`config.mk`:
```
export PLATFORM = sky130hd
export DESIGN_NAME = tlg_front
export DESIGN_NICKNAME = d
export VERILOG_FILES = /design/src/tlg_pkg.sv /design/src/tlg_front.sv
export SDC_FILE = /design/constraint.sdc
export NUM_CORES = 1
export LEC_CHECK = 0
export ABC_AREA = 1
export BUFFER_PORTS_ARGS = -buffer_cell sky130_fd_sc_hd__buf_2
export CORE_MARGIN = 10
export CORE_UTILIZATION = 30
export DETAILED_ROUTE_END_ITERATION = 12
export GPL_ROUTABILITY_DRIVEN = 0
export PLACE_DENSITY_LB_ADDON = 0.3
export SKIP_LAST_GASP = 1
export SYNTH_ARGS = -nofsm -noshare
export SYNTH_HDL_FRONTEND = slang
export SYNTH_SLANG_ARGS = --single-unit
```
`constraint.sdc`:
```
create_clock -name vclk -period 1.7
set_input_delay 0.425 -clock vclk [all_inputs]
set_output_delay 0.425 -clock vclk [all_outputs]
set_load 0.01 [all_outputs]
```
`src/tlg_pkg.sv`:
```
// Shared types, codes and constants for the toroidal Life grid with trails.
package tlg_pkg;

  localparam int MAX_COLS_DEF = 64;
  localparam int MAX_ROWS_DEF = 64;
  localparam logic [31:0] ZERO_SEED_SUB = 32'h9e37_79b9;

  localparam logic [2:0] OP_SET   = 3'd0;
  localparam logic [2:0] OP_READ  = 3'd1;
  localparam logic [2:0] OP_STEP  = 3'd2;
  localparam logic [2:0] OP_CLEAR = 3'd3;
  localparam logic [2:0] OP_SEED  = 3'd4;

  localparam logic [2:0] REG_COLS   = 3'd0;
  localparam logic [2:0] REG_ROWS   = 3'd1;
  localparam logic [2:0] REG_TRAIL  = 3'd2;
  localparam logic [2:0] REG_ENABLE = 3'd3;
  localparam logic [2:0] REG_THRESH = 3'd4;

  typedef enum logic [2:0] {
    CMD_SET,
    CMD_READ,
    CMD_STEP,
    CMD_CLEAR,
    CMD_SEED,
    CMD_NONE
  } cmd_kind_t;

  typedef enum logic [3:0] {
    ST_INIT,
    ST_IDLE,
    ST_ACC_RD,
    ST_ACC_WR,
    ST_LIFE,
    ST_COMMIT,
    ST_SEED,
    ST_CLEAR,
    ST_COUNT,
    ST_DONE
  } state_t;

  typedef struct packed {
    logic [2:0]  op;
    logic [5:0]  cell_x;
    logic [5:0]  cell_y;
    logic        alive_in;
    logic [31:0] rng_seed;
  } in_word_t;

  typedef struct packed {
    logic        cell_alive;
    logic [7:0]  cell_trail;
    logic [12:0] live_count;
    logic [31:0] rng_state_out;
    logic        out_of_range;
  } out_word_t;

  typedef struct packed {
    cmd_kind_t   kind;
    logic [5:0]  cell_x;
    logic [5:0]  cell_y;
    logic        alive_in;
    logic [31:0] rng_seed;
    logic        in_grid;
  } cmd_t;

endpackage

```
`src/tlg_front.sv`:
```
// Front end: decodes an input word into an engine command and checks its address.
module tlg_front #(
  parameter int CW = 7,
  parameter int RW = 7
) (
  input  tlg_pkg::in_word_t item,
  input  logic [CW-1:0]     ecols,
  input  logic [RW-1:0]     erows,
  output tlg_pkg::cmd_t     cmd
);
  import tlg_pkg::*;

  always_comb begin
    cmd.cell_x   = item.cell_x;
    cmd.cell_y   = item.cell_y;
    cmd.alive_in = item.alive_in;
    cmd.rng_seed = item.rng_seed;
    cmd.in_grid  = (32'(item.cell_x) < 32'(ecols)) && (32'(item.cell_y) < 32'(erows));
    case (item.op)
      OP_SET:   cmd.kind = CMD_SET;
      OP_READ:  cmd.kind = CMD_READ;
      OP_STEP:  cmd.kind = CMD_STEP;
      OP_CLEAR: cmd.kind = CMD_CLEAR;
      OP_SEED:  cmd.kind = CMD_SEED;
      default:  cmd.kind = CMD_NONE;
    endcase
  end
endmodule

```
# [After elaboration in Yosys (flattened, before gate mapping)]
# Cells that the tools add are included.
[totals] ff_bits=0 input_bits=62 output_inout_bits=49 elab_cells=9
[op_classes] order_cmp=2 n_eq_ne=4 n_mux=1 n_reduce_logical=2
[op_table] cell="3-bit one-hot mux with 5 select lines" count=1
[op_table] cell="6-bit by 7-bit less-than comparator with 1-bit output" count=2
[op_table] cell="3-bit by 2-bit == test with 1-bit output (second input constant)" count=2
[op_table] cell="3-bit by 1-bit == test with 1-bit output (second input constant)" count=1
[op_table] cell="3-bit == test (second input constant)" count=1
[op_table] cell="3-bit logical NOT" count=1
[op_table] cell="1-bit logical AND" count=1

# [Logic depth before layout (Yosys ltp)]
# Gate-level depths: netlist of run 1.
[logic_depth] word_depth=2 depth_mapped=9 ltp_nobuf=9

# [Worst setup path after synthesis of run 1]
# No wires, ideal clock.
[synth_path] path_kind="in2out" startpoint="input erows[2]" endpoint="output cmd[0] (netlist bit)" arrival_time_ns=1.160 required_ns=1.275 setup_slack_ns=0.115 stages=7 path_buffers=0 path_cell_list="inv_1 -> ha_1 -> a21oi_1 -> nand2_1 -> nand2_1 -> nand2_1 -> nor2_1"
[synth_rtl] item="start: declaration" line="tlg_front.sv:8" source="input logic [RW-1:0] erows,"
[synth_rtl] item="end: declaration" line="tlg_front.sv:9" source="output tlg_pkg::cmd_t cmd"

==> impl_results.html, run 1 <==
<table>
<tr><th>Metric</th><th>Value</th></tr>
<tr><th colspan="2">Run status</th></tr>
<tr><td>Violated checks</td><td>setup timing</td></tr>
<tr><td>Run status</td><td>finished, violations left</td></tr>
<tr><th colspan="2">Critical path</th></tr>
<tr><td>Largest fanout on the critical path</td><td>2</td></tr>
<tr><td>Data required time at the worst endpoint</td><td>1.27 ns</td></tr>
<tr><td>Critical path origin</td><td>item[44]</td></tr>
<tr><td>Crit. path cell count</td><td>8</td></tr>
<tr><td>Nature of the critical path startpoint</td><td>input port</td></tr>
<tr><td>Critical Setup Path Class</td><td>input port to output pin</td></tr>
<tr><td>Cell at the slowest stage of the critical path</td><td>ha_4</td></tr>
<tr><td>Crit path buffers/inverters</td><td>3</td></tr>
<tr><td>CP endpoint</td><td>cmd[0]</td></tr>
<tr><td>Cell-by-cell listing of the critical path</td><td>buf_2 -&gt; ha_4 -&gt; inv_2 -&gt; nor3_1 -&gt; nand2_1 -&gt; nand2_1 -&gt; nor2_1 -&gt; buf_2</td></tr>
<tr><td>Sort of element at the end of the critical path</td><td>output pin</td></tr>
<tr><td>Dominant delay contributor by cell family on the critical path</td><td>simple AND/OR/NAND/NOR gates</td></tr>
<tr><td>Biggest cell delay along the critical path</td><td>approximately 0.25 ns</td></tr>
<tr><td>Arrival time reported for the critical path endpoint</td><td>~1.3 ns</td></tr>
<tr><th colspan="2">Power</th></tr>
<tr><td>Portion of total power attributed to sequential cells</td><td>0</td></tr>
<tr><td>Worst-case vdd ir drop</td><td>0.0000971 V</td></tr>
<tr><td>Pwr Total</td><td>a little under 200 uW</td></tr>
<tr><td>Leakage dissipation</td><td>0.000441 uW</td></tr>
<tr><td>Switching Power</td><td>92.5 uW</td></tr>
<tr><td>Combinational cell fraction of total power</td><td>1.000</td></tr>
<tr><td>Design internal power</td><td>approximately 100 uW</td></tr>
<tr><td>Sw frac</td><td>0.476</td></tr>
<tr><td>Ratio of total power to cell area</td><td>roughly 250 nW/um^2</td></tr>
<tr><td>Clock Power Share</td><td>0</td></tr>
<tr><th colspan="2">Synthesis</th></tr>
<tr><td>Netlist area before placement</td><td>677 sq um</td></tr>
<tr><td>Syn Nets</td><td>between 150 and 200</td></tr>
<tr><td>Synth Instances</td><td>108</td></tr>
<tr><td>Seq/Total Area, Yosys</td><td>0</td></tr>
<tr><td>YS warnings</td><td>0</td></tr>
<tr><td>Number of library cell types mapped by synthesis</td><td>10</td></tr>
<tr><td>Mean post-synth cell area</td><td>approximately 6.3 sq um</td></tr>
<tr><th colspan="2">Die</th></tr>
<tr><td>Site Rows</td><td>17</td></tr>
<tr><td>Ports placed on the boundary</td><td>~110</td></tr>
<tr><td>Die H</td><td>roughly 68 um</td></tr>
<tr><td>Horizontal die dimension</td><td>roughly 68 um</td></tr>
<tr><td>Initial standard-cell utilization of the core</td><td>0.309</td></tr>
<tr><td>Die Area</td><td>about 4600 sq um</td></tr>
<tr><td>Core Box Area</td><td>between 2000 and 2500 sq um</td></tr>
<tr><th colspan="2">Finish</th></tr>
<tr><td>Seq cells</td><td>0</td></tr>
<tr><td>Synthesis-to-layout area growth</td><td>16.1%</td></tr>
<tr><td>Seq. cell area</td><td>0 sq um</td></tr>
<tr><td>Antenna diode instance count</td><td>0</td></tr>
<tr><td>Count of nets after finishing</td><td>roughly 180</td></tr>
<tr><td>Most common cell after layout, fill and taps aside</td><td>buf_2</td></tr>
<tr><td>Final core area utilization</td><td>0.359</td></tr>
<tr><td>Share of layout cells above drive strength 1</td><td>0.701</td></tr>
<tr><td>Number of clock buffer instances in the layout</td><td>0</td></tr>
<tr><td>Highest-count cells in the layout ignoring fill and taps</td><td>buf_2 (37), nand2_1 (15), inv_2 (10)</td></tr>
<tr><th colspan="2">Timing</th></tr>
<tr><td>Worst-margin pin slew</td><td>around 0.15 ns</td></tr>
<tr><td>Time the final worst path needs with I/O delays and setup</td><td>approximately 1.7 ns</td></tr>
<tr><td>Highest attainable clock frequency</td><td>a little under 600 MHz</td></tr>
<tr><td>Setup_tns</td><td>-0.00603 ns</td></tr>
<tr><td>Worst hold-check slack</td><td>around 0.85 ns</td></tr>
<tr><td>Count of final hold-check violations</td><td>0</td></tr>
<tr><td>Fin. max-slew vios</td><td>0</td></tr>
<tr><td>Unrepaired setup endpoints after global routing</td><td>true</td></tr>
<tr><td>Final count of negative-setup-slack endpoints</td><td>1</td></tr>
<tr><td>Final critical-path share of the clock period</td><td>1.00</td></tr>
<tr><td>Remaining max-slew budget at the tightest pin</td><td>0.899</td></tr>
<tr><td>Post-layout worst setup margin</td><td>-0.00603 ns</td></tr>
<tr><th colspan="2">Clocking</th></tr>
<tr><td>CTS hold repair buffers</td><td>0</td></tr>
<tr><td>Post-CTS setup buffer count</td><td>0</td></tr>
<tr><th colspan="2">Global routing</th></tr>
<tr><td>Antenna violations before repair</td><td>0</td></tr>
<tr><td>Pin count of the biggest net entering global routing</td><td>4</td></tr>
<tr><td>Total routing usage reported by global routing</td><td>0.0610</td></tr>
<tr><td>Wire length of the first global-routing pass</td><td>between 2000 and 2500 um</td></tr>
<tr><td>Overall overflow remaining after global route</td><td>0</td></tr>
<tr><td>Number of global-route vias before repair</td><td>571</td></tr>
<tr><th colspan="2">Place</th></tr>
<tr><td>Pre-CTS WS</td><td>-0.0975 ns</td></tr>
<tr><td>Half-perimeter wire length after detailed placement</td><td>~1400 um</td></tr>
<tr><td>IO Port Bufs</td><td>45</td></tr>
<tr><th colspan="2">Route</th></tr>
<tr><td>Length of routed met2 wiring</td><td>732 um</td></tr>
<tr><td>Post-DR vias/cell</td><td>around 4.2</td></tr>
<tr><td>Pre-Repair DR Iteration Count</td><td>2</td></tr>
<tr><td>Via count</td><td>between 500 and 600</td></tr>
<tr><td>WL/cell</td><td>around 12 um</td></tr>
<tr><td>Met3 routed WL</td><td>366 um</td></tr>
<tr><td>Drt drc</td><td>0</td></tr>
<tr><td>Highest metal layer with signal wires</td><td>met4</td></tr>
<tr><td>WL final</td><td>between 1500 and 2000 um</td></tr>
<tr><td>Antenna viol nets, final</td><td>0</td></tr>
<tr><td>1st-iter DRT viols</td><td>8</td></tr>
<tr><td>Wire length on met1</td><td>between 400 and 500 um</td></tr>
<tr><th colspan="2">Worst hold path</th></tr>
<tr><td>Class of the tightest hold or removal check</td><td>input port to output pin</td></tr>
<tr><th colspan="2">Job</th></tr>
<tr><td>Maximum Capacitance Violations</td><td>0</td></tr>
</table>
layout make-up:
class / count / area [sq um]
multi-input cells: 41 / 393
inverters: 21 / 86.3
well taps: 28 / 35.0
repair buffers: 45 / 272
fillers: 243 / 1410
timing repair:
action / in CTS / in global routing
gates resized for setup: 16 / 26
pin swaps: 11 / 17
setup endpoints to repair: 1 / 1
power by group through the flow:
stage | logic [uW] | registers [uW] | clock network, uW
floorplan | 169 | 0 | 0
global placement | 136 | 0 | 0
detailed placement | 139 | 0 | 0
CTS | 166 | 0 | 0
global route | 221 | 0 | 0
finish | 194 | 0 | 0
cell families after synthesis:
kind of cell,Yosys count,share of synthesized area
buffers and inverters,67,0.621
AND/OR/NAND/NOR,26,0.148
adder cells (fa/ha/maj),10,0.185
AO/OA/AOI/OAI,5,0.0462
worst min path at each step:
stage	startpoint	end	slack, ns	cells after the start
global placement	item[11]	cmd[12]	0.85	0
CTS	item[11]	cmd[12]	0.85	0
detailed placement	item[11]	cmd[12]	0.85	0
floorplan	item[47]	cmd[47]	0.90	1
finish	item[13]	cmd[14]	0.85	0
global route	item[13]	cmd[14]	0.85	0
synth_stat cells:
cell type  instances  share of area
a21o_1             1          0.011
a21oi_1            3          0.022
a21oi_2            1          0.013
buf_4             45           0.50
clkbuf_1           1         0.0055
ha_1              10           0.18
inv_1             21           0.12
nand2_1           18           0.10
nor2_1             6          0.033
nor3_1             2          0.015
per-stage QoR:
| stage | cells | area (sq um) |
|---|---|---|
| floorplan | 108 | 677 |
| global placement | 135 | 596 |
| detailed placement | 135 | 596 |
| CTS | 135 | 694 |
| global route | 135 | 786 |
| finish | 135 | 786 |
per-layer routing:
metal	track usage	vias up
li1	-	272
met4	0.0282	0
met1	0.0519	237
met5	0	-
met3	0.0430	8
met2	0.107	45
Power figures use the tool's default switching activity.
==> inputs of run 2 (changes only) <==
- CAP_MARGIN: unset -> 0
- CELL_PAD_IN_SITES_DETAIL_PLACEMENT: unset -> 0
- CELL_PAD_IN_SITES_GLOBAL_PLACEMENT: unset -> 1
- CORE_UTILIZATION: 30 -> 16
==> run 2 against run 1 <==
  * The run still ends with setup timing left
  * Global-route usage fell by 2.1 points
  * Via count grew 1.2%
  * Maximum frequency is 1.3% lower
  * Worst hold slack hardly changed
  * Total power is 13% higher
  * Sequential cell count is the same
  * Critical path type unchanged
  * Largest cell class unchanged
  * Largest power group unchanged
==> impl_results.html, run 2 (synthesis results as in run 1) <==
<table>
<tr><th>Metric</th><th>Value</th></tr>
<tr><th colspan="2">Run status</th></tr>
<tr><td>Run status</td><td>finished, violations left</td></tr>
<tr><td>Violated checks</td><td>setup timing</td></tr>
<tr><th colspan="2">Place</th></tr>
<tr><td>IO Port Bufs</td><td>45</td></tr>
<tr><td>Half-perimeter wire length after detailed placement</td><td>between 1000 and 1500 um</td></tr>
<tr><td>Cell count after placement</td><td>159</td></tr>
<tr><th colspan="2">Critical path</th></tr>
<tr><td>Cell-by-cell listing of the critical path</td><td>buf_2 -&gt; inv_2 -&gt; ha_4 -&gt; inv_4 -&gt; nor3_4 -&gt; nand2_2 -&gt; nand2_2 -&gt; nor2_2 -&gt; buf_2</td></tr>
<tr><td>Cell at the slowest stage of the critical path</td><td>ha_4</td></tr>
<tr><td>Crit path buffers/inverters</td><td>4</td></tr>
<tr><td>Largest fanout on the critical path</td><td>2</td></tr>
<tr><td>Arrival time reported for the critical path endpoint</td><td>1.30 ns</td></tr>
<tr><td>Biggest cell delay along the critical path</td><td>between 0.2 and 0.3 ns</td></tr>
<tr><td>Sort of element at the end of the critical path</td><td>output pin</td></tr>
<tr><td>Dominant delay contributor by cell family on the critical path</td><td>simple AND/OR/NAND/NOR gates</td></tr>
<tr><td>Data required time at the worst endpoint</td><td>1.27 ns</td></tr>
<tr><td>Nature of the critical path startpoint</td><td>input port</td></tr>
<tr><td>Critical Setup Path Class</td><td>input port to output pin</td></tr>
<tr><th colspan="2">Global routing</th></tr>
<tr><td>Number of global-route vias before repair</td><td>just under 600</td></tr>
<tr><td>Pin count of the biggest net entering global routing</td><td>4</td></tr>
<tr><td>Wire length of the first global-routing pass</td><td>2620 um</td></tr>
<tr><td>Overall overflow remaining after global route</td><td>0</td></tr>
<tr><td>Total routing usage reported by global routing</td><td>0.0401</td></tr>
<tr><td>Antenna violations before repair</td><td>0</td></tr>
<tr><th colspan="2">Power</th></tr>
<tr><td>Portion of total power attributed to sequential cells</td><td>0</td></tr>
<tr><td>Worst-case vdd ir drop</td><td>around 0.000053 V</td></tr>
<tr><td>Design internal power</td><td>around 110 uW</td></tr>
<tr><td>Sw frac</td><td>0.477</td></tr>
<tr><td>Leakage dissipation</td><td>around 0.00046 uW</td></tr>
<tr><td>Ratio of total power to cell area</td><td>between 200 and 250 nW/um^2</td></tr>
<tr><td>Pwr Total</td><td>219 uW</td></tr>
<tr><td>Clock Power Share</td><td>0</td></tr>
<tr><td>Switching Power</td><td>~100 uW</td></tr>
<tr><td>Combinational cell fraction of total power</td><td>1.000</td></tr>
<tr><th colspan="2">Finish</th></tr>
<tr><td>Synthesis-to-layout area growth</td><td>29.9%</td></tr>
<tr><td>Seq cells</td><td>0</td></tr>
<tr><td>Highest-count cells in the layout ignoring fill and taps</td><td>buf_2 (34), nand2_2 (9), nand2_1 (9), ha_4 (9), buf_6 (9)</td></tr>
<tr><td>Count of nets after finishing</td><td>183</td></tr>
<tr><td>Combined area of the multi-input logic cells</td><td>roughly 420 sq um</td></tr>
<tr><td>Share of layout cells above drive strength 1</td><td>0.789</td></tr>
<tr><td>Antenna diode instance count</td><td>0</td></tr>
<tr><td>Seq. cell area</td><td>0 sq um</td></tr>
<tr><td>Number of clock buffer instances in the layout</td><td>0</td></tr>
<tr><td>Number of filler cells placed in the layout</td><td>about 450</td></tr>
<tr><td>Most common cell after layout, fill and taps aside</td><td>buf_2</td></tr>
<tr><td>Final instance count without filler cells</td><td>159</td></tr>
<tr><th colspan="2">Die</th></tr>
<tr><td>Horizontal die dimension</td><td>roughly 85 um</td></tr>
<tr><td>Ports placed on the boundary</td><td>111</td></tr>
<tr><td>Core Box Area</td><td>4060 sq um</td></tr>
<tr><td>Initial standard-cell utilization of the core</td><td>0.167</td></tr>
<tr><td>Site Rows</td><td>23</td></tr>
<tr><td>Die Area</td><td>about 7200 sq um</td></tr>
<tr><td>Die H</td><td>~85 um</td></tr>
<tr><th colspan="2">Route</th></tr>
<tr><td>WL/cell</td><td>roughly 11 um</td></tr>
<tr><td>1st-iter DRT viols</td><td>1</td></tr>
<tr><td>Antenna viol nets, final</td><td>0</td></tr>
<tr><td>Via count</td><td>569</td></tr>
<tr><td>Post-DR vias/cell</td><td>between 3 and 4</td></tr>
<tr><td>WL final</td><td>around 1800 um</td></tr>
<tr><td>Drt drc</td><td>0</td></tr>
<tr><td>Pre-Repair DR Iteration Count</td><td>2</td></tr>
<tr><th colspan="2">Clocking</th></tr>
<tr><td>Post-CTS setup buffer count</td><td>0</td></tr>
<tr><td>CTS hold repair buffers</td><td>0</td></tr>
<tr><th colspan="2">Timing</th></tr>
<tr><td>Worst-margin pin slew</td><td>0.133 ns</td></tr>
<tr><td>Time the final worst path needs with I/O delays and setup</td><td>about 1.7 ns</td></tr>
<tr><td>Count of final hold-check violations</td><td>0</td></tr>
<tr><td>Fin. max-slew vios</td><td>0</td></tr>
<tr><td>Final critical-path share of the clock period</td><td>1.02</td></tr>
<tr><td>Unrepaired setup endpoints after global routing</td><td>true</td></tr>
<tr><td>Remaining max-slew budget at the tightest pin</td><td>0.911</td></tr>
<tr><td>Final count of negative-setup-slack endpoints</td><td>1</td></tr>
<tr><td>Highest attainable clock frequency</td><td>~580 MHz</td></tr>
<tr><td>Post-layout worst setup margin</td><td>-0.0285 ns</td></tr>
<tr><th colspan="2">Job</th></tr>
<tr><td>Maximum Capacitance Violations</td><td>0</td></tr>
<tr><th colspan="2">Worst hold path</th></tr>
<tr><td>Class of the tightest hold or removal check</td><td>input port to output pin</td></tr>
</table>
-- run 2: changes by cell type in the layout (fill, tap and decap cells not counted), moves of 3 or more --
cell	previous run	this run
nand2_2	3	9
buf_4	1	4
buf_2	37	34
nand2_1	15	9
-- run 2: metrics by stage --
| stage | area, sq um | setup slack, ns | util | TNS, ns | hold slack, ns |
|---|---|---|---|---|---|
| 6_report | 880 | -0.0285 | 0.217 | -0.0285 | 0.850 |
| 2_1_floorplan | 677 | 0.115 | - | 0 | 0.898 |
| 3_5_place_dp | 638 | -0.151 | 0.157 | -0.151 | 0.850 |
| 5_1_grt | 880 | -0.109 | 0.217 | -0.109 | 0.850 |
| 4_1_cts | 744 | -0.0736 | 0.183 | -0.0736 | 0.850 |
| 3_3_place_gp | 638 | -0.174 | 0.157 | -0.174 | 0.850 |
-- run 2: path summary, 6_finish.rpt --
kind  startpoint  slack (ns)      end  cells past startpoint
max     erows[5]       -0.03   cmd[0]                      9
min     item[16]        0.85  cmd[17]                      0
-- run 2: cell type report --
class,instances,share of cell area
repair buffers,47,0.343
inverters,21,0.104
well taps,50,0.0711
multi-input cells,41,0.482
-- run 2: routing by layer --
| layer | share of wire | GRT usage |
|---|---|---|
| met4 | 0.050 | 0.0240 |
| met1 | 0.34 | 0.0397 |
| met3 | 0.16 | 0.0201 |
| met5 | 0 | 0 |
| met2 | 0.45 | 0.0661 |
-- run 2: what timing repair did --
action,CTS,global route
endpoints found under the setup margin,1,1
resized for setup,20,36
pin swaps,11,16
-- run 2: power groups by stage --
| stage | Sequential, uW | Clock, uW | Combinational [uW] |
|---|---|---|---|
| 5_1_grt | 0 | 0 | 246 |
| 6_report | 0 | 0 | 219 |
| 4_1_cts | 0 | 0 | 172 |
| 3_5_place_dp | 0 | 0 | 144 |
| 3_3_place_gp | 0 | 0 | 143 |
| 2_1_floorplan | 0 | 0 | 169 |
