==> src/tlg_fifo.sv <==
// Small register queue used between the front, the engine and the result port.
module tlg_fifo #(
  parameter int W     = 8,
  parameter int DEPTH = 2
) (
  input  logic         clk,
  input  logic         rst,
  input  logic         push,
  input  logic [W-1:0] din,
  output logic         full,
  input  logic         pop,
  output logic [W-1:0] dout,
  output logic         empty
);
  localparam int PW = (DEPTH > 1) ? $clog2(DEPTH) : 1;
  localparam int NW = $clog2(DEPTH + 1);

  logic [W-1:0]  mem [DEPTH];
  logic [PW-1:0] wp;
  logic [PW-1:0] rp;
  logic [NW-1:0] count;
  logic          do_push;
  logic          do_pop;

  assign full    = (count == NW'(DEPTH));
  assign empty   = (count == '0);
  assign do_push = push && !full;
  assign do_pop  = pop && !empty;
  assign dout    = mem[rp];

  always_ff @(posedge clk) begin
    if (rst) begin
      wp    <= '0;
      rp    <= '0;
      count <= '0;
    end else begin
      if (do_push) begin
        wp <= (wp == PW'(DEPTH - 1)) ? '0 : wp + PW'(1);
      end
      if (do_pop) begin
        rp <= (rp == PW'(DEPTH - 1)) ? '0 : rp + PW'(1);
      end
      if (do_push && !do_pop) begin
        count <= count + NW'(1);
      end else if (do_pop && !do_push) begin
        count <= count - NW'(1);
      end
    end
  end

  always_ff @(posedge clk) begin
    if (do_push) begin
      mem[wp] <= din;
    end
  end
endmodule

==> config.mk <==
export PLATFORM = sky130hd
export DESIGN_NAME = tlg_fifo
export DESIGN_NICKNAME = d
export VERILOG_FILES = /design/src/tlg_fifo.sv
export SDC_FILE = /design/constraint.sdc
export NUM_CORES = 1
export LEC_CHECK = 0
export BUFFER_PORTS_ARGS = -buffer_cell sky130_fd_sc_hd__buf_2
export CAP_MARGIN = 20
export CORE_AREA = 2 2 43 45
export DETAILED_ROUTE_END_ITERATION = 8
export DIE_AREA = 0 0 45 47
export GPL_TIMING_DRIVEN = 0
export PLACE_DENSITY = 0.72
export SYNTH_ARGS = -nofsm -noshare
export SYNTH_HDL_FRONTEND = slang
export SYNTH_SLANG_ARGS = --single-unit
==> constraint.sdc <==
create_clock -name clk -period 4.08 [get_ports clk]
set_clock_uncertainty 0.2 [all_clocks]
set_input_delay 0.408 -clock clk [delete_from_list [all_inputs] [get_ports clk]]
set_output_delay 0.408 -clock clk [all_outputs]
set_load 0.01 [all_outputs]
### Yosys cells after proc, flatten, opt, wreduce, memory -nomap -nowiden

Memory sizes are Yosys's and may differ from the RTL's. A register that Yosys moved wholly into a read port is not among the register bits.
Cells that the tools add are included.
W data, S select, Z words.

| storage, ports and cells | value |
|---|---|
| output and inout bits | 10 |
| flip-flop bits (word level) | 4 |
| RAM bits | 16 |
| memories kept | 1 |
| logic and storage cells | 27 |

Memories:

| name | depth | bits a word | rd ports | clocked after memory_dff | wr ports | line | RTL |
|---|---|---|---|---|---|---|---|
| mem | 2 | 8 | 1 | 1 | 1 | 18 | `logic [W-1:0] mem [DEPTH];` |

| cells by class | value |
|---|---|
| add/subtract/negate cells | 4 |
| reduce and logical (&&, ||, !) cells | 10 |
| equality and inequality tests | 1 |
| muxes and demuxes | 8 |

Operators by type and width:

| operator | number |
|---|---|
| $mux W1 | 6 |
| $logic_and A1 B1 Y1 | 4 |
| $logic_not A1 Y1 | 4 |
| $mux W2 | 2 |
| $add A1 B1 Y1 const B | 2 |
| $add A2 B1 Y2 const B | 1 |
| $eq A2 B2 Y1 const B | 1 |
| $logic_not A2 Y1 | 1 |
| $reduce_bool A2 Y1 | 1 |
| $sub A2 B1 Y2 const B | 1 |

### Longest topological paths before layout

Gate-level depths: netlist of run 1.

| depth | value |
|---|---|
| depth in word-level cells | 7 |
| mapped depth | 6 |
| mapped depth without buffers | 6 |

### Worst setup path after synthesis of run 1

No wires, ideal clock.

| path | value |
|---|---|
| path kind | reg2reg |
| start | register count[1] |
| end | register count[1] |
| stages on the path, launching flop included | 6 |
| path slack | 2.388 ns |
| setup time | 0.070 ns |
| buffers on the path | 0 |
| arrival | 1.422 ns |
| period minus slack after synthesis | 1.692 ns |
| path through | dfxtp_1 > nor2b_2 > nor2_1 > ha_1 > or3_1 > a21oi_1 |

| between the ends | value |
|---|---|
| word-level cells in the longest chain between the ends | 6 |
| elaborated cells between the ends (all ways) | 15 |
| those cells by class | 2 x add/sub; 1 x eq/ne; 2 x mux; 10 x reduce/logical |

RTL lines:

| item | line | RTL |
|---|---|---|
| start, declared | 21 | `logic [NW-1:0] count;` |
| start signal, assigned | 44 | `count <= count + NW'(1);` |
| start signal, assigned | 46 | `count <= count - NW'(1);` |
| $eq A2 B2 Y1 * | 25 | `assign full = (count == NW'(DEPTH));` |
| named net full | 10 | `output logic full,` |
| $logic_not A1 Y1 * | 27 | `assign do_push = push && !full;` |
| $logic_and A1 B1 Y1 * | 27 |  |
| $logic_not A1 Y1 | 45 | `end else if (do_pop && !do_push) begin` |
| $logic_and A1 B1 Y1 | 45 |  |
| $reduce_bool A2 Y1 (no source line) | - |  |

Mark *: on every way through the listed nets, which the timed path passes. The rest lies on a longest branch. The select of a mux whose other input is x is not followed.
A chain may end at the register's enable or synchronous reset.

==> impl_metrics.tcl, run 1 <==
set metrics [dict create \
    grt_pass1_wl_um 1669 \
    path_cells "buf_2 -> mux2_2 -> buf_2" \
    cp_data_required_time_ns 3.47 \
    post_synth_num_cell_types 13 \
    num_rows 15 \
    chipHeight_um 47 \
    synth-main-ff-cell "edfxtp_1" \
    setup.worst_path.end_class "primary output" \
    whs_ns 0.09614 \
    finished_layout_cell_area_um2 945.9 \
    synthDominantAreaCellType "edfxtp_1" \
    maxCapViolCount 0 \
    synth.yosys.seq_area_share_pct 73.19 \
    fp.coreArea_um2 1652 \
    arrival_ns 1.31 \
    yosys_warnings 0 \
    die_area_um2 2115 \
    antenna-diode-count 0 \
    dp_cells 88 \
    grt_use_met1_pct 13.47 \
    timing.critical_path.fanout_max 8 \
    i_o_buffers 21 \
    cts_setup_buffers 0 \
    reg2reg_slack_ns 2.27 \
    worstSetupStartpointType "flip-flop" \
    dr_total_vias 455 \
    yosys_reg_bits 21 \
    fillCellCount 155 \
    global_route.usage.met3_pct 4.615 \
    main_combinational_cell_family_by_area_after_synthesis "multiplexers" \
    timing.setup.critical_path_class "flip-flop to primary output" \
    power_frac_comb_pct 31.4 \
    critical-path-max-stage-delay_ns 0.36 \
    muxShareOfSynthArea_pct 11.36 \
    final_period_minus_worst_setup_slack_ns 1.914 \
    netlist_instances 50 \
    synth.avg_cell_area_um2 15.87 \
    asyncSetResetFlopFracSynth_pct 0 \
    status "completed" \
    critical-path-slowest-cell "mux2_2" \
    fin_total_pwr_mw 0.5628 \
    initial_core_util_pct 48.03 \
    power.switching_fraction_pct 29.52 \
    clk_path_buf_depth 2 \
    report.final.hold_viol_count 0 \
    synthAdderAreaFrac_pct 1.577 \
    leakage_component_of_the_power_nw 0.3832 \
    first_global_vias 413 \
    wirelength_um 1145 \
    syn_area_um2 793.3 \
    worstMarginPinSlew_ns 0.3725 \
    grt_start_max_net_pins 12 \
    gp_congestion 0.6587 \
    fin_tns_setup_ns 0 \
    clock_power_share_pct 16.8 \
    synth_compound_area_share_pct 3.155 \
    power_density_nw_per_um2 595.0 \
    worstHoldPathType "input port to flip-flop" \
    number_of_buffers_added_by_the_clock_tree_synthesis_step 3 \
    synth_largest_type_area_fraction_pct 60.57 \
    synth_xor_xnor_area_share_pct 3.312 \
    detail_route.wl_per_cell_um 12.45 \
    detailedPlacementHpwl_um 859.7 \
    final_util_pct 57.27 \
    number_of_h_tree_levels 1 \
    holdBufCountCts 0 \
    most_repeated_cell_in_the_gate_level_netlist_after_synthesis "edfxtp_1" \
    mappedNetlistNets 63 \
    die_w_um 45 \
    final.period_utilization_pct 46.92 \
    track_usage_pct 12.12 \
    tritoncts "yes" \
    timing.final.setup_violations 0 \
    cts.reportedPaths.clkPinSlew_ns 0.11 \
    most_repeated_library_cell_on_the_critical_path "buf_2" \
    synthSimpleGateAreaFrac_pct 5.836 \
    rsz0062_at_grt "false" \
    maxSlewHeadroom_pct 75.17 \
    groute.layer.met2.usage_pct 18.29 \
    number_of_enable_flip_flop_cells_after_synthesis 16 \
    area_overhead_vs_synth_pct 19.24 \
    synth.area.top_cells "edfxtp_1 (61%), dfxtp_1 (13%), mux2_2 (11%)" \
    clkSinkCount 21 \
    synthTopCellsByCount "edfxtp_1 (16), mux2_2 (8), dfxtp_1 (5), nor2_1 (5)" \
    grt_antenna_before_repair 0 \
    detail_route.drc_violations 0 \
    grt_overflow_total 0 \
    clockRootBuffer "clkbuf_4" \
    maximum_clock_rate_ghz 0.5224 \
    final.setup.worst_slack_ns 2.166 \
    grt_most_used_layer "met2" \
    finalNonFillerCells 92 \
    place_ws_ns 2.272 \
    post_route_cells_drive_above_1_share_pct 45.33 \
    maximum_vdd_drop_mv 0.2908 \
    cts.repair.resized 0 \
    drt_pass1_iterations 3 \
    drt_via_density 4.946 \
    power.net_switching_mw 0.1662 \
    worst_skew_pair.late_latency_ns 0.29 \
    drt_first_iter_violations 5 \
    io-pin-count 22 \
    finish.net_count 89 \
    drt.antenna.violating_nets 0 \
    pint_mw 0.3967 \
    sequentialPowerShare_pct 51.8 \
    final-max-slew-violation-count 0 \
    dpl_cell_area_um2 919.6 \
]
-- cells by family (layout without fill, tap and decap cells) --
kind of cell | Yosys count | after routing
AO/OA/AOI/OAI | 5 | 5
XOR/XNOR | 3 | 3
adder cells (fa/ha/maj) | 1 | 1
buffers and inverters | 3 | 28
flip-flops | 21 | 21
multiplexers | 8 | 8
AND/OR/NAND/NOR | 9 | 9
-- routing by layer --
metal | part of all wire (%) | up-vias
li1 | - | 231
met1 | 44 | 208
met2 | 48 | 16
met3 | 7.5 | 0
met4 | 0 | 0
met5 | 0 | -
-- final timing paths --
path	start	endpoint	cells after the start
min reg2reg	wp	wp	2
max	flip-flop	dout[6]	3
min	din[3]	mem[0][3]	1
max reg2reg	count[0]	count[1]	4
-- registers in the layout (all words and copies together), names as in the netlist, named ones only --
register / count
mem: 16
count: 2
rp: 1
wp: 1
-- final cells by class --
type / count / area (um^2) / area share, %
Buffer: 1 / 5.005 / 0.5291
Inverter: 2 / 7.507 / 0.7937
Timing Repair Buffer: 21 / 105.1 / 11.11
Tap cell: 17 / 21.27 / 2.249
Sequential cell: 21 / 580.6 / 61.38
Clock buffer: 4 / 26.28 / 2.778
Multi-Input combinational cell: 26 / 200.2 / 21.16
-- worst max-delay path, delay by kind of cell, from the launching register on --
family	cells	cell delay, ns
buffers and inverters	2	0.34
DFF	1	0.32
muxes	1	0.36
-- power groups by stage --
stage	clock [mW]	sequential (mW)	combinational [mW]
final	0.0945	0.291	0.177
after global routing	0.107	0.296	0.199
after CTS	0.0978	0.292	0.181
after detailed placement	0	0.297	0.179
after global placement	0	0.294	0.176
after floorplan	0	0.291	0.126
-- layout by cell type (no fill, tap or decap) --
cell type | netlist | routed
or3_1 | 2 | 2
nor2b_2 | 1 | 1
buf_2 | 1 | 22
and2_1 | 1 | 1
inv_1 | 2 | 2
xor2_1 | 3 | 3
edfxtp_1 | 16 | 16
nor2_1 | 5 | 5
a21oi_1 | 2 | 2
clkbuf_1 | 0 | 1
ha_1 | 1 | 1
o21ai_0 | 3 | 3
clkbuf_4 | 0 | 3
mux2_2 | 8 | 8
dfxtp_1 | 5 | 5
(Power assumes the default switching activity.)
==> run 2, diff against run 1 <==
--- a/config.mk
+++ b/config.mk
@@ -7,11 +7,11 @@
 export LEC_CHECK = 0
 export BUFFER_PORTS_ARGS = -buffer_cell sky130_fd_sc_hd__buf_2
 export CAP_MARGIN = 20
-export CORE_AREA = 2 2 43 45
+export CORE_AREA = 2 2 46 48
 export DETAILED_ROUTE_END_ITERATION = 8
-export DIE_AREA = 0 0 45 47
+export DIE_AREA = 0 0 48 50
 export GPL_TIMING_DRIVEN = 0
-export PLACE_DENSITY = 0.72
+export PLACE_DENSITY = 0.66
 export SYNTH_ARGS = -nofsm -noshare
 export SYNTH_HDL_FRONTEND = slang
 export SYNTH_SLANG_ARGS = --single-unit
==> constraint.sdc (replaced) <==
create_clock -name clk -period 1.6 [get_ports clk]
set_clock_uncertainty 0.2 [all_clocks]
set_input_delay 0.16 -clock clk [delete_from_list [all_inputs] [get_ports clk]]
set_output_delay 0.16 -clock clk [all_outputs]
set_load 0.01 [all_outputs]
==> run 2 against run 1 <==
  * The flow now finishes with violations (negative setup slack)
  * Sequential share of layout area fell by 12 points
  * Sequential cell count is the same
  * Combinational power rose to 4.2 times the previous value
  * Critical path type is now flip-flop to flip-flop
==> impl_metrics.tcl, run 2 (synthesized netlist as in run 1, its figures left out) <==
set metrics [dict create \
    status "finished with violations" \
    violations "negative setup slack" \
    hold-path-cell-count 4 \
    rr_startpoint "count[1]" \
    clockRootBuffer "clkbuf_4" \
    grt_start_max_net_pins 12 \
    maxSlewHeadroom_pct 85.55 \
    drt_pass1_iterations 2 \
    gp_congestion 0.6245 \
    io-pin-count 22 \
    grt_pass1_wl_um 2159 \
    i_o_buffers 21 \
    wirelength_um 1444 \
    timing.final.setup_violations 1 \
    final.period_utilization_pct 100.4 \
    detailroute.wirelength.met2_um 812 \
    grt_antenna_before_repair 0 \
    die_area_um2 2400 \
    worst_skew_pair.late_latency_ns 0.28 \
    power_density_nw_per_um2 1457 \
    track_usage_pct 12.83 \
    critical_path_depth 6 \
    whs_ns 0.06477 \
    maxCapViolCount 0 \
    maximum_vdd_drop_mv 1.004 \
    die_w_um 48 \
    cts.reportedPaths.clkPinSlew_ns 0.10 \
    worstHoldPathType "input port to flip-flop" \
    initial_core_util_pct 41.71 \
    fillCellCount 160 \
    critical-path-max-stage-delay_ns 0.36 \
    place_ws_ns -0.07107 \
    reg_top3 "mem (16), count (2)" \
    detail_route.wl_per_cell_um 12.67 \
    sequential_cell_area_um2 586.8 \
    cpLargestDelayFamily "simple AND/OR/NAND/NOR gates" \
    worstMarginPinSlew_ns 0.2167 \
    mostFrequentLayoutCell "edfxtp_1" \
    reg2reg_to "count[1]" \
    drt_via_density 4.526 \
    reg2reg_slack_ns -0.006 \
    final_cell_mix "edfxtp_1 (16), buf_2 (13), dlygate4sd3_1 (9)" \
    grt_overflow_total 0 \
    final_period_minus_worst_setup_slack_ns 1.606 \
    setup.worst_path.end_class "flip-flop" \
    number_of_flip_flops_under_the_largest_register_name 16 \
    number_of_h_tree_levels 1 \
    finish.net_count 101 \
    met1_length_um 584 \
    cp-endpoint "count[1]" \
    timing.critical_path.fanout_max 4 \
    maximum_clock_rate_ghz 0.6225 \
    detailedPlacementHpwl_um 858.7 \
    first_global_vias 541 \
    path_cells "nor2b_4 -> nor2_2 -> ha_4 -> xor2_1 -> or3_1 -> a21oi_1" \
    worstSetupStartpointType "flip-flop" \
    drt_first_iter_violations 7 \
    timing.setup.critical_path_class "flip-flop to flip-flop" \
    met3_length_um 47 \
    number_of_buffers_added_by_the_clock_tree_synthesis_step 3 \
    antenna-diode-count 0 \
    chipHeight_um 50 \
    clk_path_buf_depth 2 \
    area_overhead_vs_synth_pct 50.79 \
    num_rows 16 \
    clkSinkCount 21 \
    dr_total_vias 516 \
    critical_path.n_buffers_inverters 0 \
    crit_start "count[1]" \
    detail_route.drc_violations 0 \
    report.final.hold_viol_count 0 \
    post_route_cells_drive_above_1_share_pct 51.72 \
    final.setup.worst_slack_ns -0.006431 \
    final-max-slew-violation-count 0 \
    final_util_pct 62.89 \
    tritoncts "yes" \
    routed.top_layer "met3" \
    register_with_the_most_flip_flops "mem" \
    drt.antenna.violating_nets 0 \
    fp.coreArea_um2 1902 \
    cp_data_required_time_ns 1.62 \
    arrival_ns 1.63 \
    r2r_cells 6 \
    rsz0062_at_grt "true" \
    critical-path-slowest-cell "dfxtp_2" \
    multi_input_comb_area_um2 255.2 \
    leakage_component_of_the_power_nw 0.4821 \
]
## run 2: cell types whose count changed in the layout (fill, tap and decap cells not counted), moves of 2 or more
cell and delta:
mux2_4 +8, buf_4 +3, mux2_2 -8, dlygate4sd3_1 +9
dfxtp_1 -3, dfxtp_2 +2, buf_6 +8, buf_2 -9
## run 2: cell type report
type                       count  area share [%]
sequential                    21           49.06
clock buffer                   4           2.197
buffer                         1           1.255
inverter                       2          0.9414
multi-input combinational     26           21.34
timing repair buffer          33           22.38
tap                           27           2.824
## run 2: through the flow
stage / cells / cell area, um^2 / total power [mW] / TNS [ns]
after floorplan: 50 / 800.8 / 1.083 / -0.01112
after global placement: 98 / 939.7 / 1.221 / -0.02669
after detailed placement: 98 / 939.7 / 1.241 / -0.07107
after CTS: 113 / 1104 / 1.578 / -0.006682
after global routing: 114 / 1196 / 1.858 / -0.2945
final: 114 / 1196 / 1.743 / -0.006431
## run 2: worst register-to-register path: stages, from the launching register on
cell and delay [ns]:
dfxtp_2 0.36, nor2b_4 0.18, nor2_2 0.08, ha_4 0.15, xor2_1 0.14, or3_1 0.32, a21oi_1 0.12
## run 2: per-layer routing
layer	GRT usage [%]	vias up
met5	0	-
met4	4.054	0
met3	3.663	0
met2	22.89	13
met1	13.71	250
li1	-	253
## run 2: timing repair
| action | in CTS | in global routing |
|---|---|---|
| hold buffers | 9 | 0 |
| cloned | 0 | 0 |
| resized for setup | 9 | 18 |
| setup buffers | 2 | 1 |
| endpoints found under the hold margin | 21 | 0 |
| setup endpoints to repair | 17 | 25 |
| pin swaps | 1 | 0 |
## run 2: worst min path at each step
stage                     slack, ns        end    from
after floorplan                0.02   count[1]     rst
after global placement         0.15  mem[0][7]  din[7]
after detailed placement       0.15  mem[1][7]  din[7]
after CTS                      0.07         wp    push
after global routing           0.07         rp     pop
final                          0.06         rp     pop
## run 2: power breakdown
group,total [mW],switching (mW),internal [mW]
clock network,0.235,0.138,0.0966
registers,0.765,0.0584,0.707
logic,0.743,0.309,0.434
total,1.74,0.506,1.24
==> run 3, diff against run 2 <==
==> config.mk (replaced) <==
export PLATFORM = sky130hd
export DESIGN_NAME = tlg_fifo
export DESIGN_NICKNAME = d
export VERILOG_FILES = /design/src/tlg_fifo.sv
export SDC_FILE = /design/constraint.sdc
export NUM_CORES = 1
export LEC_CHECK = 0
export ABC_AREA = 1
export BUFFER_PORTS_ARGS = -buffer_cell sky130_fd_sc_hd__buf_2
export CAP_MARGIN = 20
export CORE_AREA = 2 2 47 49
export CTS_CLUSTER_DIAMETER = 60
export DETAILED_ROUTE_END_ITERATION = 8
export DIE_AREA = 0 0 49 51
export GPL_TIMING_DRIVEN = 0
export PLACE_DENSITY = 0.65
export SYNTH_ARGS = -nofsm -noshare
export SYNTH_HDL_FRONTEND = slang
export SYNTH_SLANG_ARGS = --single-unit
==> run 3 against run 2 <==
  * Non-clock buffer count is the same
  * Die area rose by 4.1%
  * Wire length grew 1.5%
  * Final area rose by 2.3%
  * The flow now finishes without violations
  * Setup slack gained 0.032 ns
  * Sequential share of layout area decreased by 1.3 points
==> impl_metrics.tcl, run 3 <==
set metrics [dict create \
    status "completed" \
    maxCapViolCount 0 \
    io-pin-count 22 \
    groute.layer.met2.usage_pct 23.29 \
    final_period_minus_worst_setup_slack_ns 1.575 \
    power_density_nw_per_um2 1392 \
    fillCellCount 189 \
    maxSlewHeadroom_pct 82.84 \
    setup.worst_path.end_class "primary output" \
    leakage_component_of_the_power_nw 0.5126 \
    track_usage_pct 12.15 \
    antenna-diode-count 0 \
    number_of_flip_flops_under_the_largest_register_name 16 \
    hold_end "rp" \
    chipHeight_um 51 \
    tritoncts "yes" \
    drt_first_iter_violations 3 \
    finish.net_count 113 \
    register_with_the_most_flip_flops "mem" \
    detail_route.wl_per_cell_um 11.54 \
    worstHoldPathType "input port to flip-flop" \
    fin_tns_setup_ns 0 \
    final-max-slew-violation-count 0 \
    mostFrequentLayoutCell "edfxtp_1" \
    grt_pass1_wl_um 2256 \
    post_synth_num_cell_types 16 \
    grt_overflow_total 0 \
    die_w_um 49 \
    area_overhead_vs_synth_pct 47.73 \
    timing.critical_path.fanout_max 8 \
    global_route.usage.met3_pct 3.216 \
    synth.avg_cell_area_um2 13.36 \
    reg_top3 "mem (16), count (2)" \
    place_ws_ns -0.1766 \
    die_area_um2 2499 \
    synth_largest_type_area_fraction_pct 58.01 \
    r2r_cells 9 \
    i_o_buffers 21 \
    synthTopCellsByCount "edfxtp_1 (16), nor2_1 (9), mux2_2 (8)" \
    maximum_vdd_drop_mv 0.7897 \
    timing.setup.critical_path_class "flip-flop to primary output" \
    final.period_utilization_pct 98.42 \
    synth.area.top_cells "edfxtp_1 (58%), dfxtp_1 (12%), mux2_2 (11%)" \
    cp_data_required_time_ns 1.24 \
    reg2reg_to "count[1]" \
    number_of_enable_flip_flop_cells_after_synthesis 16 \
    grt_most_used_layer "met2" \
    clk_path_buf_depth 2 \
    rr_startpoint "count[1]" \
    yosys_warnings 0 \
    worst_skew_pair.late_latency_ns 0.29 \
    yosys_reg_bits 21 \
    wirelength_um 1466 \
    netlist_instances 62 \
    synth.yosys.seq_area_share_pct 70.09 \
    dr_total_vias 572 \
    grt_use_met1_pct 12.24 \
    final.setup.worst_slack_ns 0.02525 \
    synthDominantAreaCellType "edfxtp_1" \
    cts.reportedPaths.clkPinSlew_ns 0.11 \
    fp.coreArea_um2 2063 \
    post_route_cells_drive_above_1_share_pct 47.47 \
    detail_route.drc_violations 0 \
    num_rows 17 \
    gp_congestion 0.6226 \
    rsz0062_at_grt "true" \
    final_cell_mix "edfxtp_1 (16), buf_2 (13), dlygate4sd3_1 (9)" \
    grt_start_max_net_pins 12 \
    maximum_clock_rate_ghz 0.6350 \
    report.final.hold_viol_count 0 \
    hold_path_startpoint "pop" \
    drt_pass1_iterations 2 \
    asyncSetResetFlopFracSynth_pct 0 \
    syn_area_um2 828.3 \
    grt_antenna_before_repair 0 \
    mappedNetlistNets 75 \
    initial_core_util_pct 40.15 \
    number_of_h_tree_levels 1 \
    drt_via_density 4.504 \
    worstMarginPinSlew_ns 0.2568 \
    most_repeated_cell_in_the_gate_level_netlist_after_synthesis "edfxtp_1" \
    synth-main-ff-cell "edfxtp_1" \
    drt.antenna.violating_nets 0 \
    worstSetupStartpointType "flip-flop" \
    detailedPlacementHpwl_um 989.1 \
    fin_total_pwr_mw 1.704 \
    number_of_buffers_added_by_the_clock_tree_synthesis_step 3 \
    timing.final.setup_violations 0 \
    clockRootBuffer "clkbuf_4" \
    reg2reg_slack_ns 0.09 \
    hold-path-cell-count 4 \
    arrival_ns 1.21 \
    clkSinkCount 21 \
    first_global_vias 553 \
]
-- run 3: power breakdown --
group	leakage, nW	internal [mW]	switching, mW
Clock	0.0150	0.0967	0.145
Combinational	0.306	0.378	0.320
Sequential	0.192	0.702	0.0612
-- run 3: worst max path at each step --
| stage | from | endpoint |
|---|---|---|
| after detailed placement | count[0] | mem[1][5] |
| after CTS | flip-flop | dout[0] |
| after global routing | flip-flop | dout[7] |
| after global placement | count[0] | mem[1][5] |
| final | flip-flop | dout[6] |
| after floorplan | count[0] | mem[1][0] |
-- run 3: layout make-up --
class                   instances  area, um^2  share of cell area, %
flip-flops and latches         21       584.3                  47.75
repair buffers                 33       267.8                  21.88
multi-input cells              31       261.5                  21.37
well taps                      28       35.03                  2.863
inverters                       9       33.78                  2.761
clock buffers                   4       26.28                  2.147
plain buffers                   1       15.01                  1.227
-- run 3: layer usage --
| layer | wire length, um | share of wire (%) |
|---|---|---|
| met5 | 0 | 0 |
| met4 | 13 | 0.89 |
| met1 | 554 | 38 |
| met3 | 72 | 4.9 |
| met2 | 826 | 56 |
-- run 3: what timing repair did --
item / CTS / global route
hold endpoints to repair: 21 / 0
hold buffers: 9 / 0
setup buffers: 3 / 0
endpoints found under the setup margin: 26 / 25
gates resized for setup: 8 / 20
pin swaps: 1 / 1
-- run 3: logic make-up after synthesis --
| kind of cell | synth area share [%] |
|---|---|
| buf+inv | 4.683 |
| simple gates | 8.307 |
| compound gates | 4.531 |
| mux | 10.88 |
| flops | 70.09 |
| fa+ha+maj | 1.510 |
-- run 3: stage by stage --
step	cells	hold slack, ns	utilization, %	instance area, um^2
CTS	127	0.02214	54.76	1130
detailed placement	111	0.1539	46.94	968.4
finish	127	0.02434	59.31	1224
floorplan	62	0.05887	-	828.3
global route	127	0.007497	59.31	1224
global placement	111	0.1484	46.94	968.4
-- run 3: critical path: stages (launching register included) --
cell and delay [ns]:
dfxtp_2 0.35, buf_8 0.14, mux2_4 0.31, buf_6 0.12
